`src/hw/rtl/multi_pool_block_allocator_macros.svh`:
```
// ----------------------------------------------------------------------------
// Multi-pool block allocator assertion macros
// Shorthand for the clocked, reset-qualified assertions of the allocator.
// ----------------------------------------------------------------------------
`ifndef MULTI_POOL_BLOCK_ALLOCATOR_MACROS_SVH
`define MULTI_POOL_BLOCK_ALLOCATOR_MACROS_SVH

// Same-cycle implication, disabled while reset is asserted.
`define MPBA_ASSERT_IMP(label, clk, rst_n, ante, cons, msg) \
  label: assert property (@(posedge clk) disable iff (!rst_n) (ante) |-> (cons)) \
    else $error(msg);

// Next-cycle implication, disabled while reset is asserted.
`define MPBA_ASSERT_NXT(label, clk, rst_n, ante, cons, msg) \
  label: assert property (@(posedge clk) disable iff (!rst_n) (ante) |=> (cons)) \
    else $error(msg);

`endif

```
`src/hw/rtl/mpba_pkg.sv`:
```
// ----------------------------------------------------------------------------
// Multi-pool block allocator package
// Payload types, pool interface structs, codes and reset values.
// ----------------------------------------------------------------------------
package mpba_pkg;

  localparam int NUM_POOLS_DEF  = 4;
  localparam int MAX_BLOCKS_DEF = 16;
  localparam int NUM_SIZE_REGS  = 4;

  localparam int SIZE_W    = 16;
  localparam int CNT_W     = 5;
  localparam int BLK_W     = 4;
  localparam int POOL_W    = 2;
  localparam int CMD_W     = 2;
  localparam int STATUS_W  = 2;
  localparam int CFG_IDX_W = 4;
  localparam int CFG_DAT_W = 16;

  localparam int CNT_MAX   = (1 << CNT_W) - 1;
  localparam int HANDLE_POOLS = 1 << POOL_W;

  localparam logic [CMD_W-1:0] CMD_ALLOC = 2'd0;
  localparam logic [CMD_W-1:0] CMD_FREE  = 2'd1;

  localparam logic [STATUS_W-1:0] ST_OK         = 2'd0;
  localparam logic [STATUS_W-1:0] ST_NO_BLOCK   = 2'd1;
  localparam logic [STATUS_W-1:0] ST_BAD_HANDLE = 2'd2;

  localparam int REG_SIZE0  = 0;
  localparam int REG_COUNT0 = 4;

  typedef struct packed {
    logic [CMD_W-1:0]  command;
    logic [SIZE_W-1:0] request_size;
    logic [POOL_W-1:0] handle_pool;
    logic [BLK_W-1:0]  handle_block;
  } mpba_in_t;

  typedef struct packed {
    logic [STATUS_W-1:0] status;
    logic [POOL_W-1:0]   granted_pool;
    logic [BLK_W-1:0]    granted_block;
    logic [CNT_W-1:0]    used_blocks;
    logic [CNT_W-1:0]    peak_blocks;
  } mpba_out_t;

  typedef struct packed {
    logic             pop;
    logic             push;
    logic [BLK_W-1:0] blk;
    logic [CNT_W-1:0] used;
    logic [CNT_W-1:0] peak;
  } mpba_pool_op_t;

  typedef struct packed {
    logic [SIZE_W-1:0] size;
    logic [CNT_W-1:0]  cnt;
    logic [CNT_W-1:0]  depth;
    logic [CNT_W-1:0]  used;
    logic [CNT_W-1:0]  peak;
    logic [BLK_W-1:0]  top;
  } mpba_pool_stat_t;

  function automatic logic [SIZE_W-1:0] size_reset(input int p);
    logic [SIZE_W-1:0] s;
    unique case (p)
      0:       s = 16'd32;
      1:       s = 16'd64;
      2:       s = 16'd128;
      default: s = 16'd256;
    endcase
    return s;
  endfunction

endpackage

```
`src/hw/rtl/mpba_pool.sv`:
```
// ----------------------------------------------------------------------------
// Multi-pool block allocator pool
// One pool: size and count registers, free index stack, used and peak counts.
// ----------------------------------------------------------------------------
module mpba_pool import mpba_pkg::*; #(
  parameter int POOL_ID    = 0,
  parameter int MAX_BLOCKS = MAX_BLOCKS_DEF
) (
  input  logic                 clk,
  input  logic                 rst_n,
  input  logic                 cfg_we,
  input  logic [CFG_IDX_W-1:0] cfg_index,
  input  logic [CFG_DAT_W-1:0] cfg_data,
  input  mpba_pool_op_t        op,
  output mpba_pool_stat_t      stat
);

  localparam int DEPTH_N = (MAX_BLOCKS < CNT_MAX) ? MAX_BLOCKS : CNT_MAX;
  localparam int IW      = (DEPTH_N > 1) ? $clog2(DEPTH_N) : 1;
  localparam bit HAS_REGS = (POOL_ID < NUM_SIZE_REGS);
  localparam logic [CNT_W-1:0]  CAP       = CNT_W'(DEPTH_N);
  localparam logic [SIZE_W-1:0] SIZE_RST  = size_reset(POOL_ID);
  localparam logic [CNT_W-1:0]  COUNT_RST =
    HAS_REGS ? CNT_W'(16) : CNT_W'((DEPTH_N < 16) ? DEPTH_N : 16);
  localparam logic [CNT_W-1:0]  DEPTH_RST = (COUNT_RST > CAP) ? CAP : COUNT_RST;

  logic [SIZE_W-1:0] size_r;
  logic [CNT_W-1:0]  count_r;
  logic [CNT_W-1:0]  depth_r;
  logic [CNT_W-1:0]  used_r;
  logic [CNT_W-1:0]  peak_r;
  logic [BLK_W-1:0]  stack_r [DEPTH_N];

  logic              size_we;
  logic              count_we;
  logic [CNT_W-1:0]  count_nxt;
  logic [CNT_W-1:0]  top_pos;

  assign size_we   = HAS_REGS && cfg_we &&
                     (cfg_index == CFG_IDX_W'(REG_SIZE0 + POOL_ID));
  assign count_we  = HAS_REGS && cfg_we &&
                     (cfg_index == CFG_IDX_W'(REG_COUNT0 + POOL_ID));
  assign count_nxt = cfg_data[CNT_W-1:0];
  assign top_pos   = depth_r - 1'b1;

  always_ff @(posedge clk) begin
    if (!rst_n) begin
      size_r  <= SIZE_RST;
      count_r <= COUNT_RST;
      depth_r <= DEPTH_RST;
      used_r  <= '0;
      peak_r  <= '0;
      for (int k = 0; k < DEPTH_N; k++) begin
        stack_r[k] <= BLK_W'(k);
      end
    end else begin
      if (size_we) begin
        size_r <= cfg_data[SIZE_W-1:0];
      end
      if (count_we) begin
        count_r <= count_nxt;
        depth_r <= (count_nxt > CAP) ? CAP : count_nxt;
        used_r  <= '0;
        peak_r  <= '0;
        for (int k = 0; k < DEPTH_N; k++) begin
          stack_r[k] <= BLK_W'(k);
        end
      end else if (op.pop) begin
        depth_r <= depth_r - 1'b1;
        used_r  <= op.used;
        peak_r  <= op.peak;
      end else if (op.push) begin
        stack_r[depth_r[IW-1:0]] <= op.blk;
        depth_r <= depth_r + 1'b1;
        used_r  <= op.used;
        peak_r  <= op.peak;
      end
    end
  end

  always_comb begin
    stat.size  = size_r;
    stat.cnt   = (count_r > CAP) ? CAP : count_r;
    stat.depth = depth_r;
    stat.used  = used_r;
    stat.peak  = peak_r;
    stat.top   = stack_r[top_pos[IW-1:0]];
  end

endmodule

```
`src/hw/rtl/mpba_ctrl.sv`:
```
// ----------------------------------------------------------------------------
// Multi-pool block allocator control
// Pool choice, handle checks, pool updates and result forming for one request.
// ----------------------------------------------------------------------------
module mpba_ctrl import mpba_pkg::*; #(
  parameter int NUM_POOLS = NUM_POOLS_DEF
) (
  input  logic                             exec,
  input  mpba_in_t                         item,
  input  mpba_pool_stat_t [NUM_POOLS-1:0]  stats,
  output mpba_pool_op_t   [NUM_POOLS-1:0]  ops,
  output mpba_out_t                        res
);

  logic             found;
  logic             hp_ok;
  logic [CNT_W-1:0] used_inc;
  logic [CNT_W-1:0] used_dec;
  mpba_pool_stat_t  hstat;

  always_comb begin
    ops      = '0;
    res      = '0;
    found    = 1'b0;
    hp_ok    = 1'b0;
    hstat    = '0;
    used_inc = '0;
    used_dec = '0;

    for (int p = 0; p < NUM_POOLS; p++) begin
      if (p < HANDLE_POOLS && item.handle_pool == POOL_W'(p)) begin
        hstat = stats[p];
        hp_ok = 1'b1;
      end
    end

    unique case (item.command)
      CMD_ALLOC: begin
        res.status = ST_NO_BLOCK;
        for (int p = 0; p < NUM_POOLS; p++) begin
          if (!found && stats[p].size >= item.request_size &&
              stats[p].depth != '0) begin
            found    = 1'b1;
            used_inc = (stats[p].used == CNT_W'(CNT_MAX)) ?
                       stats[p].used : stats[p].used + 1'b1;
            ops[p].pop  = exec;
            ops[p].used = used_inc;
            ops[p].peak = (used_inc > stats[p].peak) ? used_inc : stats[p].peak;
            res.status        = ST_OK;
            res.granted_pool  = POOL_W'(p);
            res.granted_block = stats[p].top;
            res.used_blocks   = used_inc;
            res.peak_blocks   = ops[p].peak;
          end
        end
      end
      CMD_FREE: begin
        res.granted_pool = item.handle_pool;
        if (!hp_ok) begin
          res.status = ST_BAD_HANDLE;
        end else if (CNT_W'(item.handle_block) >= hstat.cnt ||
                     hstat.depth >= hstat.cnt) begin
          res.status      = ST_BAD_HANDLE;
          res.used_blocks = hstat.used;
          res.peak_blocks = hstat.peak;
        end else begin
          used_dec = (hstat.used == '0) ? hstat.used : hstat.used - 1'b1;
          for (int p = 0; p < NUM_POOLS; p++) begin
            if (p < HANDLE_POOLS && item.handle_pool == POOL_W'(p)) begin
              ops[p].push = exec;
              ops[p].blk  = item.handle_block;
              ops[p].used = used_dec;
              ops[p].peak = hstat.peak;
            end
          end
          res.status      = ST_OK;
          res.used_blocks = used_dec;
          res.peak_blocks = hstat.peak;
        end
      end
      default: begin
        res.granted_pool = item.handle_pool;
        if (!hp_ok) begin
          res.status = ST_BAD_HANDLE;
        end else begin
          res.status      = ST_OK;
          res.used_blocks = hstat.used;
          res.peak_blocks = hstat.peak;
        end
      end
    endcase
  end

endmodule

```
`src/hw/rtl/multi_pool_block_allocator.sv`:
```
// ----------------------------------------------------------------------------
// Multi-pool block allocator
// A request waits in the input register until it fires. Throughput: one
// request per cycle while out_stall is low, set by the single pass from the
// input register through pool choice and stack update to the result register.
// Reset: synchronous; every pool is refilled in the reset cycle itself.
// ----------------------------------------------------------------------------
`include "multi_pool_block_allocator_macros.svh"

module multi_pool_block_allocator import mpba_pkg::*; #(
  parameter int NUM_POOLS  = NUM_POOLS_DEF,
  parameter int MAX_BLOCKS = MAX_BLOCKS_DEF
) (
  input  logic                 clk,
  input  logic                 rst_n,
  input  logic                 in_valid,
  output logic                 in_stall,
  input  mpba_in_t             in_data,
  output logic                 out_valid,
  input  logic                 out_stall,
  output mpba_out_t            out_data,
  input  logic                 cfg_valid,
  output logic                 cfg_ready,
  input  logic [CFG_IDX_W-1:0] cfg_index,
  input  logic [CFG_DAT_W-1:0] cfg_data
);

  logic      in_v_r;
  mpba_in_t  in_r;
  logic      out_v_r;
  mpba_out_t out_r;
  logic      fire;
  mpba_out_t res;

  mpba_pool_stat_t [NUM_POOLS-1:0] stats;
  mpba_pool_op_t   [NUM_POOLS-1:0] ops;

  assign fire      = in_v_r && (!out_v_r || !out_stall);
  assign in_stall  = in_v_r && !fire;
  assign out_valid = out_v_r;
  assign out_data  = out_r;
  assign cfg_ready = 1'b1;

  always_ff @(posedge clk) begin
    if (!rst_n) begin
      in_v_r  <= 1'b0;
      out_v_r <= 1'b0;
    end else begin
      if (!in_stall) begin
        in_v_r <= in_valid;
      end
      if (fire) begin
        out_v_r <= 1'b1;
      end else if (!out_stall) begin
        out_v_r <= 1'b0;
      end
    end
  end

  always_ff @(posedge clk) begin
    if (in_valid && !in_stall) begin
      in_r <= in_data;
    end
    if (fire) begin
      out_r <= res;
    end
  end

  for (genvar p = 0; p < NUM_POOLS; p++) begin : g_pool
    mpba_pool #(
      .POOL_ID    (p),
      .MAX_BLOCKS (MAX_BLOCKS)
    ) u_pool (
      .clk       (clk),
      .rst_n     (rst_n),
      .cfg_we    (cfg_valid && cfg_ready),
      .cfg_index (cfg_index),
      .cfg_data  (cfg_data),
      .op        (ops[p]),
      .stat      (stats[p])
    );
  end

  mpba_ctrl #(
    .NUM_POOLS (NUM_POOLS)
  ) u_ctrl (
    .exec  (fire),
    .item  (in_r),
    .stats (stats),
    .ops   (ops),
    .res   (res)
  );

  `MPBA_ASSERT_NXT(a_fire_gives_result, clk, rst_n, fire, out_v_r, "request lost")
  `MPBA_ASSERT_IMP(a_stall_needs_item, clk, rst_n, in_stall, in_v_r, "stall while empty")
  `MPBA_ASSERT_IMP(a_peak_covers_used, clk, rst_n, out_v_r, out_r.peak_blocks >= out_r.used_blocks, "peak below used")

endmodule

```
`config.mk`:
```
export PLATFORM = sky130hd
export DESIGN_NAME = multi_pool_block_allocator
export DESIGN_NICKNAME = d
export VERILOG_FILES = /design/src/hw/rtl/mpba_pkg.sv /design/src/hw/rtl/mpba_pool.sv /design/src/hw/rtl/mpba_ctrl.sv /design/src/hw/rtl/multi_pool_block_allocator.sv
export VERILOG_INCLUDE_DIRS = /design/src /design/src/hw/rtl
export SDC_FILE = /design/constraint.sdc
export NUM_CORES = 1
export LEC_CHECK = 0
export ABC_CLOCK_PERIOD_IN_PS = 11850
export BUFFER_PORTS_ARGS = -buffer_cell sky130_fd_sc_hd__buf_2
export CAP_MARGIN = 40
export CORE_UTILIZATION = 35
export DETAILED_ROUTE_END_ITERATION = 12
export PLACE_DENSITY_LB_ADDON = 0.1
export SKIP_CTS_REPAIR_TIMING = 1
export SYNTH_ARGS = -nofsm -noshare
export SYNTH_HDL_FRONTEND = slang
export SYNTH_SLANG_ARGS = --single-unit
```
`constraint.sdc`:
```
create_clock -name clk -period 11.85 [get_ports clk]
set_input_delay 2.37 -clock clk [delete_from_list [all_inputs] [get_ports clk]]
set_output_delay 2.37 -clock clk [all_outputs]
set_load 0.02 [all_outputs]
```
## Word-level counts from Yosys, hierarchy flattened

Memories as Yosys holds them, arrays and structs flattened.
Index checks and enable logic that the tools add are counted.

- Bits in writable memories: 256
- Input port bits: 49
- Logic and storage cells: 406
- Bits in registers: 188
- Memories kept: 4

Memory list:

| memory | words | width | read ports | clocked after Yosys merged registers in | wr ports | line | RTL |
|---|---|---|---|---|---|---|---|
| g_pool[0].u_pool.stack_r | 16 | 4 | 1 | 0 | 16 | mpba_pool.sv:32 | `logic [BLK_W-1:0] stack_r [DEPTH_N];` |
| g_pool[1].u_pool.stack_r | 16 | 4 | 1 | 0 | 16 | mpba_pool.sv:32 |  |
| g_pool[2].u_pool.stack_r | 16 | 4 | 1 | 0 | 16 | mpba_pool.sv:32 |  |
| g_pool[3].u_pool.stack_r | 16 | 4 | 1 | 0 | 16 | mpba_pool.sv:32 |  |

- Reduce and logical (&&, ||, !) cells: 51
- Add/sub/neg operators: 13
- Bitwise operators: 65
- Eq/ne operators: 16
- Multiplexer cells: 211
- $lt $le $gt $ge: 15

Operators by type and width:

| cell | number |
|---|---|
| 2-to-1 mux 4 bit | 72 |
| 2-to-1 mux 5 bit | 46 |
| 2-to-1 mux 15 bit | 12 |
| one-hot mux 10 bit (2 select lines) | 5 |
| 2-to-1 mux 24 bit | 4 |
| 2-to-1 mux 10 bit | 7 |
| 2-to-1 mux 17 bit | 4 |
| >= comparator 16 bit | 4 |
| OR 1 bit | 64 |
| 2-to-1 mux 1 bit | 57 |
| adder 5 x 1 -> 5 bit (second input constant) | 8 |
| greater-than comparator 5 bit (second input constant) | 5 |
| subtractor 5 x 1 -> 5 bit (second input constant) | 5 |
| equality test 5 bit (second input constant) | 4 |
| greater-than comparator 5 bit | 4 |
| nonzero test 5 bit | 4 |
| logical AND 1 bit | 18 |
| equality test 4 x 3 -> 1 bit (second input constant) | 4 |
| OR reduction 4 bit | 4 |
| nonzero test 3 bit | 4 |
| equality test 4 x 2 -> 1 bit (second input constant) | 2 |
| one-hot mux 4 bit (2 select lines) | 1 |
| nonzero test 2 bit | 4 |
| OR reduction 2 bit | 4 |
| other kinds (13) | 25 |

## Depth between registers and ports, before layout

- Depth after elaboration: 25
- Depth in mapped cells: 17
- Mapped depth without buffers: 13

## By module

Synthesis repeated with hierarchy kept, for this count alone.

- Cells, all modules: 2475
- Area total of the unflattened synthesis: 24514.8 um2

By module, submodules not included:

| module | instances | cells each | area each (um2) | sequential area each (um2) |
|---|---|---|---|---|
| mpba_pool at g_pool[0].u_pool | 1 | 440 | 4737.0 | 2642.5 |
| mpba_ctrl | 1 | 642 | 4645.7 | 0.0 |
| mpba_pool at g_pool[2].u_pool | 1 | 445 | 4601.9 | 2642.5 |
| mpba_pool at g_pool[1].u_pool | 1 | 446 | 4594.4 | 2642.5 |
| mpba_pool at g_pool[3].u_pool | 1 | 450 | 4579.4 | 2642.5 |
| multi_pool_block_allocator | 1 | 52 | 1356.3 | 1301.2 |

## Worst setup path after synthesis

No wires, ideal clock.

- Kind: in2out
- From: input port out_stall
- To: output port in_stall
- Slack: 6.824 ns
- Buffers on the path: 0
- Data arrival time: 2.656 ns
- Cell stages on the path: 1
- Path through: and3_1

- Cells in the longest elaborated chain, start to end: 5

Ends and longest elaborated chain:

| what | line | RTL |
|---|---|---|
| start, declared | multi_pool_block_allocator.sv:20 | `input logic out_stall,` |
| zero test 1 bit | - |  |
| logical OR 1 bit | multi_pool_block_allocator.sv:38 | `assign fire = in_v_r && (!out_v_r \|\| !out_stall);` |
| logical AND 1 bit | multi_pool_block_allocator.sv:38 |  |
| zero test 1 bit | multi_pool_block_allocator.sv:39 | `assign in_stall = in_v_r && !fire;` |
| logical AND 1 bit | multi_pool_block_allocator.sv:39 |  |
| end, declared | multi_pool_block_allocator.sv:17 | `output logic in_stall,` |

No other way between the ends.

## Worst setup path after layout

Ends and elaborated chain as after synthesis.

==> impl.org <==
** Synth
- Adder-cell share of the synthesized area :: 6.07%
- Proportion of synthesized flip-flops having asynchronous set or reset :: 0%
- Share of the synthesized area in the top cell type :: 37.8%
- In this run the mean area of a mapped cell was 10.6 um^2.
- Combinational family with the most area after synthesis :: simple AND/OR/NAND/NOR gates
- After technology mapping, the gate count stands at 2232.
- Post-Synth Simple-Gate Area :: 17.6%
- For this run, the number of Yosys warnings is 0.
- Count of flip-flops with a built-in enable after synthesis :: 298
- In the post-synthesis netlist, the biggest area contributors are edfxtp_1 38%, dfxtp_1 12%, mux4_2 7.8%.
- Of the total synthesized cell area, the portion taken by XOR and XNOR cells is 0.739%.
- After synthesis, flip-flops and latches occupy 50.1% of the total area.
- The synthesized netlist occupies a cell area of 23700 um^2.
- Most frequently used cell type in the post-synthesis netlist :: nand2_1
- The commonest cells after synthesis are 384 x nand2_1, 298 x edfxtp_1, 224 x nor2_1.
- After synthesis, the share of cell area in mux cells is 10.1%.
- The biggest area contributor in the post-synthesis netlist is edfxtp_1.
- In this run, synthesis produced a sequential element count of 444.
- Flip-flop cell with the highest count after synthesis :: edfxtp_1
- Distinct cells, synth :: 81
- Summing the areas of all compound-gate instances in the mapped netlist gives approximately an eighth of the synthesized area.
- Mapped Nets :: 2396

** Pwr
- Across the VDD grid, the largest voltage drop is a little over 100 uV.
- Static power due to leakage :: 8.81 nW
- Power spread over the standard cell area amounts to 136 nW/um^2.
- PnR Total Power :: 3.65 mW

** Timing
- After layout, the worst path uses 44.5% of the clock period.
- Maximum operating frequency :: 189 MHz
- Final hold analysis gives a worst-case slack of 0.465 ns.
- Transition time of the tightest slew-check pin :: approximately 1 ns
- Final setup fails :: 0
- The max-slew violation total from the final report is 0.
- Setup Skew :: approximately 0.029 ns
- The number of hold-slack violations in the final timing report was 0.
- Fin Setup TNS :: 0 ns
- Setup repair after global routing missed its margin :: false
- The clock period could shrink to 5.28 ns.
- Headroom to the max-slew limit came out at between 30% and 40%.

** Final layout
- In the final layout, the share of cells above drive strength 1 is between 10% and 20%.
- The count of cells in the finished layout, fillers not included, comes to 3174.
- Number of filler cells placed in the layout :: 6547
- Area growth from synthesis to final layout :: 13.1%
- For this run, the post-layout net count is 2417.
- Core utilization of the finished layout :: 40.0%

** Job
- Max cap viols :: 0

** Global routing
- Layer carrying the most global-route usage :: met2
- Vias in the first global route :: roughly 17000
- Global routing consumed, over all layers together, 21.3% of the routing resources.
- Maximum number of pins on one net before global-route repair :: 58
- GRT met2 Usage :: 35.1%
- Grt met1 use :: around 29%
- After global routing the overflow that remains totals 0.
- The number of antenna violations at the first check in global routing is 4.
- In the global route stage, met3 resource usage came out at 2.57%.
- Global-route wire length before repair :: around 110000 um

** Clocking
- CTS tree :: yes
- Clock root cell :: clkbuf_16
- After clock tree synthesis, the clock-pin slew on the worst setup and hold paths is around 0.06 ns.
- At the later pin of the worst-skew pair, clock insertion delay measures 0.62 ns.
- The clock passes through at most 3 buffers.
- For this design, the sink count on the clock tree is 444.
- The H-tree was split into 2 levels.
- CTS buffer count :: 53

** Die
- For this configuration, the core starts out at a cell density of between 30% and 40%.
- The floorplan has 95 rows.
- The die is 262 um wide.
- 70 I/O pins were placed.
- Core region area :: 67000 um^2
- Chip Height :: between 200 and 300 um
- Die area :: 68700 um^2

** Detailed routing
- Number of optimization iterations in the first detailed-route pass :: 8
- Wires add up to 72900 um.
- Number of DRC violations after detailed routing :: 0
- After detailed routing, the average wire length per cell comes to roughly 23 um.
- Using the TritonRoute via totals, the vias-per-cell ratio works out to ~5.6.
- Number of routed nets with antenna violations :: 0
- The final route contains 17671 vias.
- The first routing iteration left between 1500 and 2000 violations.

** Worst setup path
- STA puts the critical path data arrival time at roughly 2.9 ns.
- Worst setup EP type :: output port
- Worst path required time :: 9.48 ns
- In this run the worst path has a maximum fanout of 3.
- Type of origin of the critical path :: primary input
- Type of the worst setup path :: primary input to output port

** Placement
- Cell total after placement :: 3071
- Routability-driven placement finished with a final weighted congestion of 0.888.
- Input/output buffers :: 68
- Final HPWL from detailed placement :: 52500 um

** Hold path
- Hold WC Path Type :: register to register

** Status
- Run status :: complete, no violations
## report_power, final
part | internal, mW | switching, mW | leakage (nW)
Clock | 1.05 | 0.686 | 0.890
Sequential | 1.68 | 0.0211 | 3.78
Combinational | 0.0685 | 0.144 | 4.14
Total | 2.80 | 0.851 | 8.81
## critical path, cell delays in order
cell	delay (ns)
buf_2	0.10
and3_1	0.24
buf_2	0.19
## worst paths after layout
path	from	to	slack, ns	cells past startpoint
worst max-delay path	out_stall	in_stall	6.57	3
worst max register to register	in_r[5]$_DFFE_PP_	g_pool[0].u_pool.stack_r[2][3]$_SDFFCE_PN0P_	6.70	13
worst min register to register	g_pool[1].u_pool.size_r[15]$_SDFFE_PN0P_	g_pool[1].u_pool.size_r[15]$_SDFFE_PN0P_	0.47	2
worst min-delay path	g_pool[1].u_pool.size_r[15]$_SDFFE_PN0P_	g_pool[1].u_pool.size_r[15]$_SDFFE_PN0P_	0.47	2
## flip-flops by register name, summed over array words and instances, names as in the netlist
| signal | cells |
|---|---|
| g_pool.u_pool.size_r | 64 |
| in_r | 24 |
| g_pool.u_pool.count_r | 20 |
| g_pool.u_pool.used_r | 20 |
| out_data | 18 |
| g_pool.u_pool.peak_r | 20 |
| g_pool.u_pool.depth_r | 20 |
| in_v_r | 1 |
| g_pool.u_pool.stack_r | 256 |
| out_valid | 1 |
## stage by stage
| stage | cell area (um^2) | setup slack, ns |
|---|---|---|
| 2_1_floorplan | 23700 | 6.82 |
| 3_3_place_gp | 24700 | 5.59 |
| 3_5_place_dp | 24900 | 6.01 |
| 4_1_cts | 26800 | 6.57 |
| 5_1_grt | 26800 | 6.29 |
| 6_report | 26800 | 6.57 |
## cell families after synthesis
logic type,after synthesis
mux,134
compound gates,403
buf+inv,205
xor+xnor,20
other cells,1
fa+ha+maj,115
flops,444
simple gates,910
## layout by cell type, fill, tap and decap left out, drive strengths merged, types with 11 or more instances in the layout
cell	Yosys	layout
nand2	384	384
edfxtp	298	298
nor2	224	224
dfxtp	146	146
ha	115	115
buf	32	109
nand3	96	96
a21boi	84	84
mux4	82	82
o21ai	70	70
clkbuf	111	66
a21oi	64	64
inv	61	63
nand4	32	32
mux2i	29	29
nor2b	28	28
nand2b	26	26
nor3	25	25
a211oi	24	24
mux2	23	23
and3	22	22
a22o	20	20
clkinv	1	17
and2	16	16
a31oi	14	14
or2	14	14
a22oi	14	14
a32oi	14	14
o211ai	12	12
o31ai	11	11
xnor2	11	11
or3	11	11
## layout make-up
class                           instances  area [um^2]  area share [%]
Antenna cell                            4         10.0          0.0374
Multi-Input combinational cell       1583        11000            41.2
Clock buffer                           66         1430            5.32
Tap cell                              873         1090            4.08
Clock inverter                         33          432            1.61
Inverter                               62          233           0.869
Sequential cell                       444        11900            44.3
Timing Repair Buffer                  109          693            2.59
## metal layers
metal  vias to the layer above  part of all wire, %
met5                         -                    0
met1                      8729                   45
met4                         0                  2.7
met2                       594                   47
met3                        99                  5.4
li1                       8249                    -
Power figures use the tool's default switching activity.
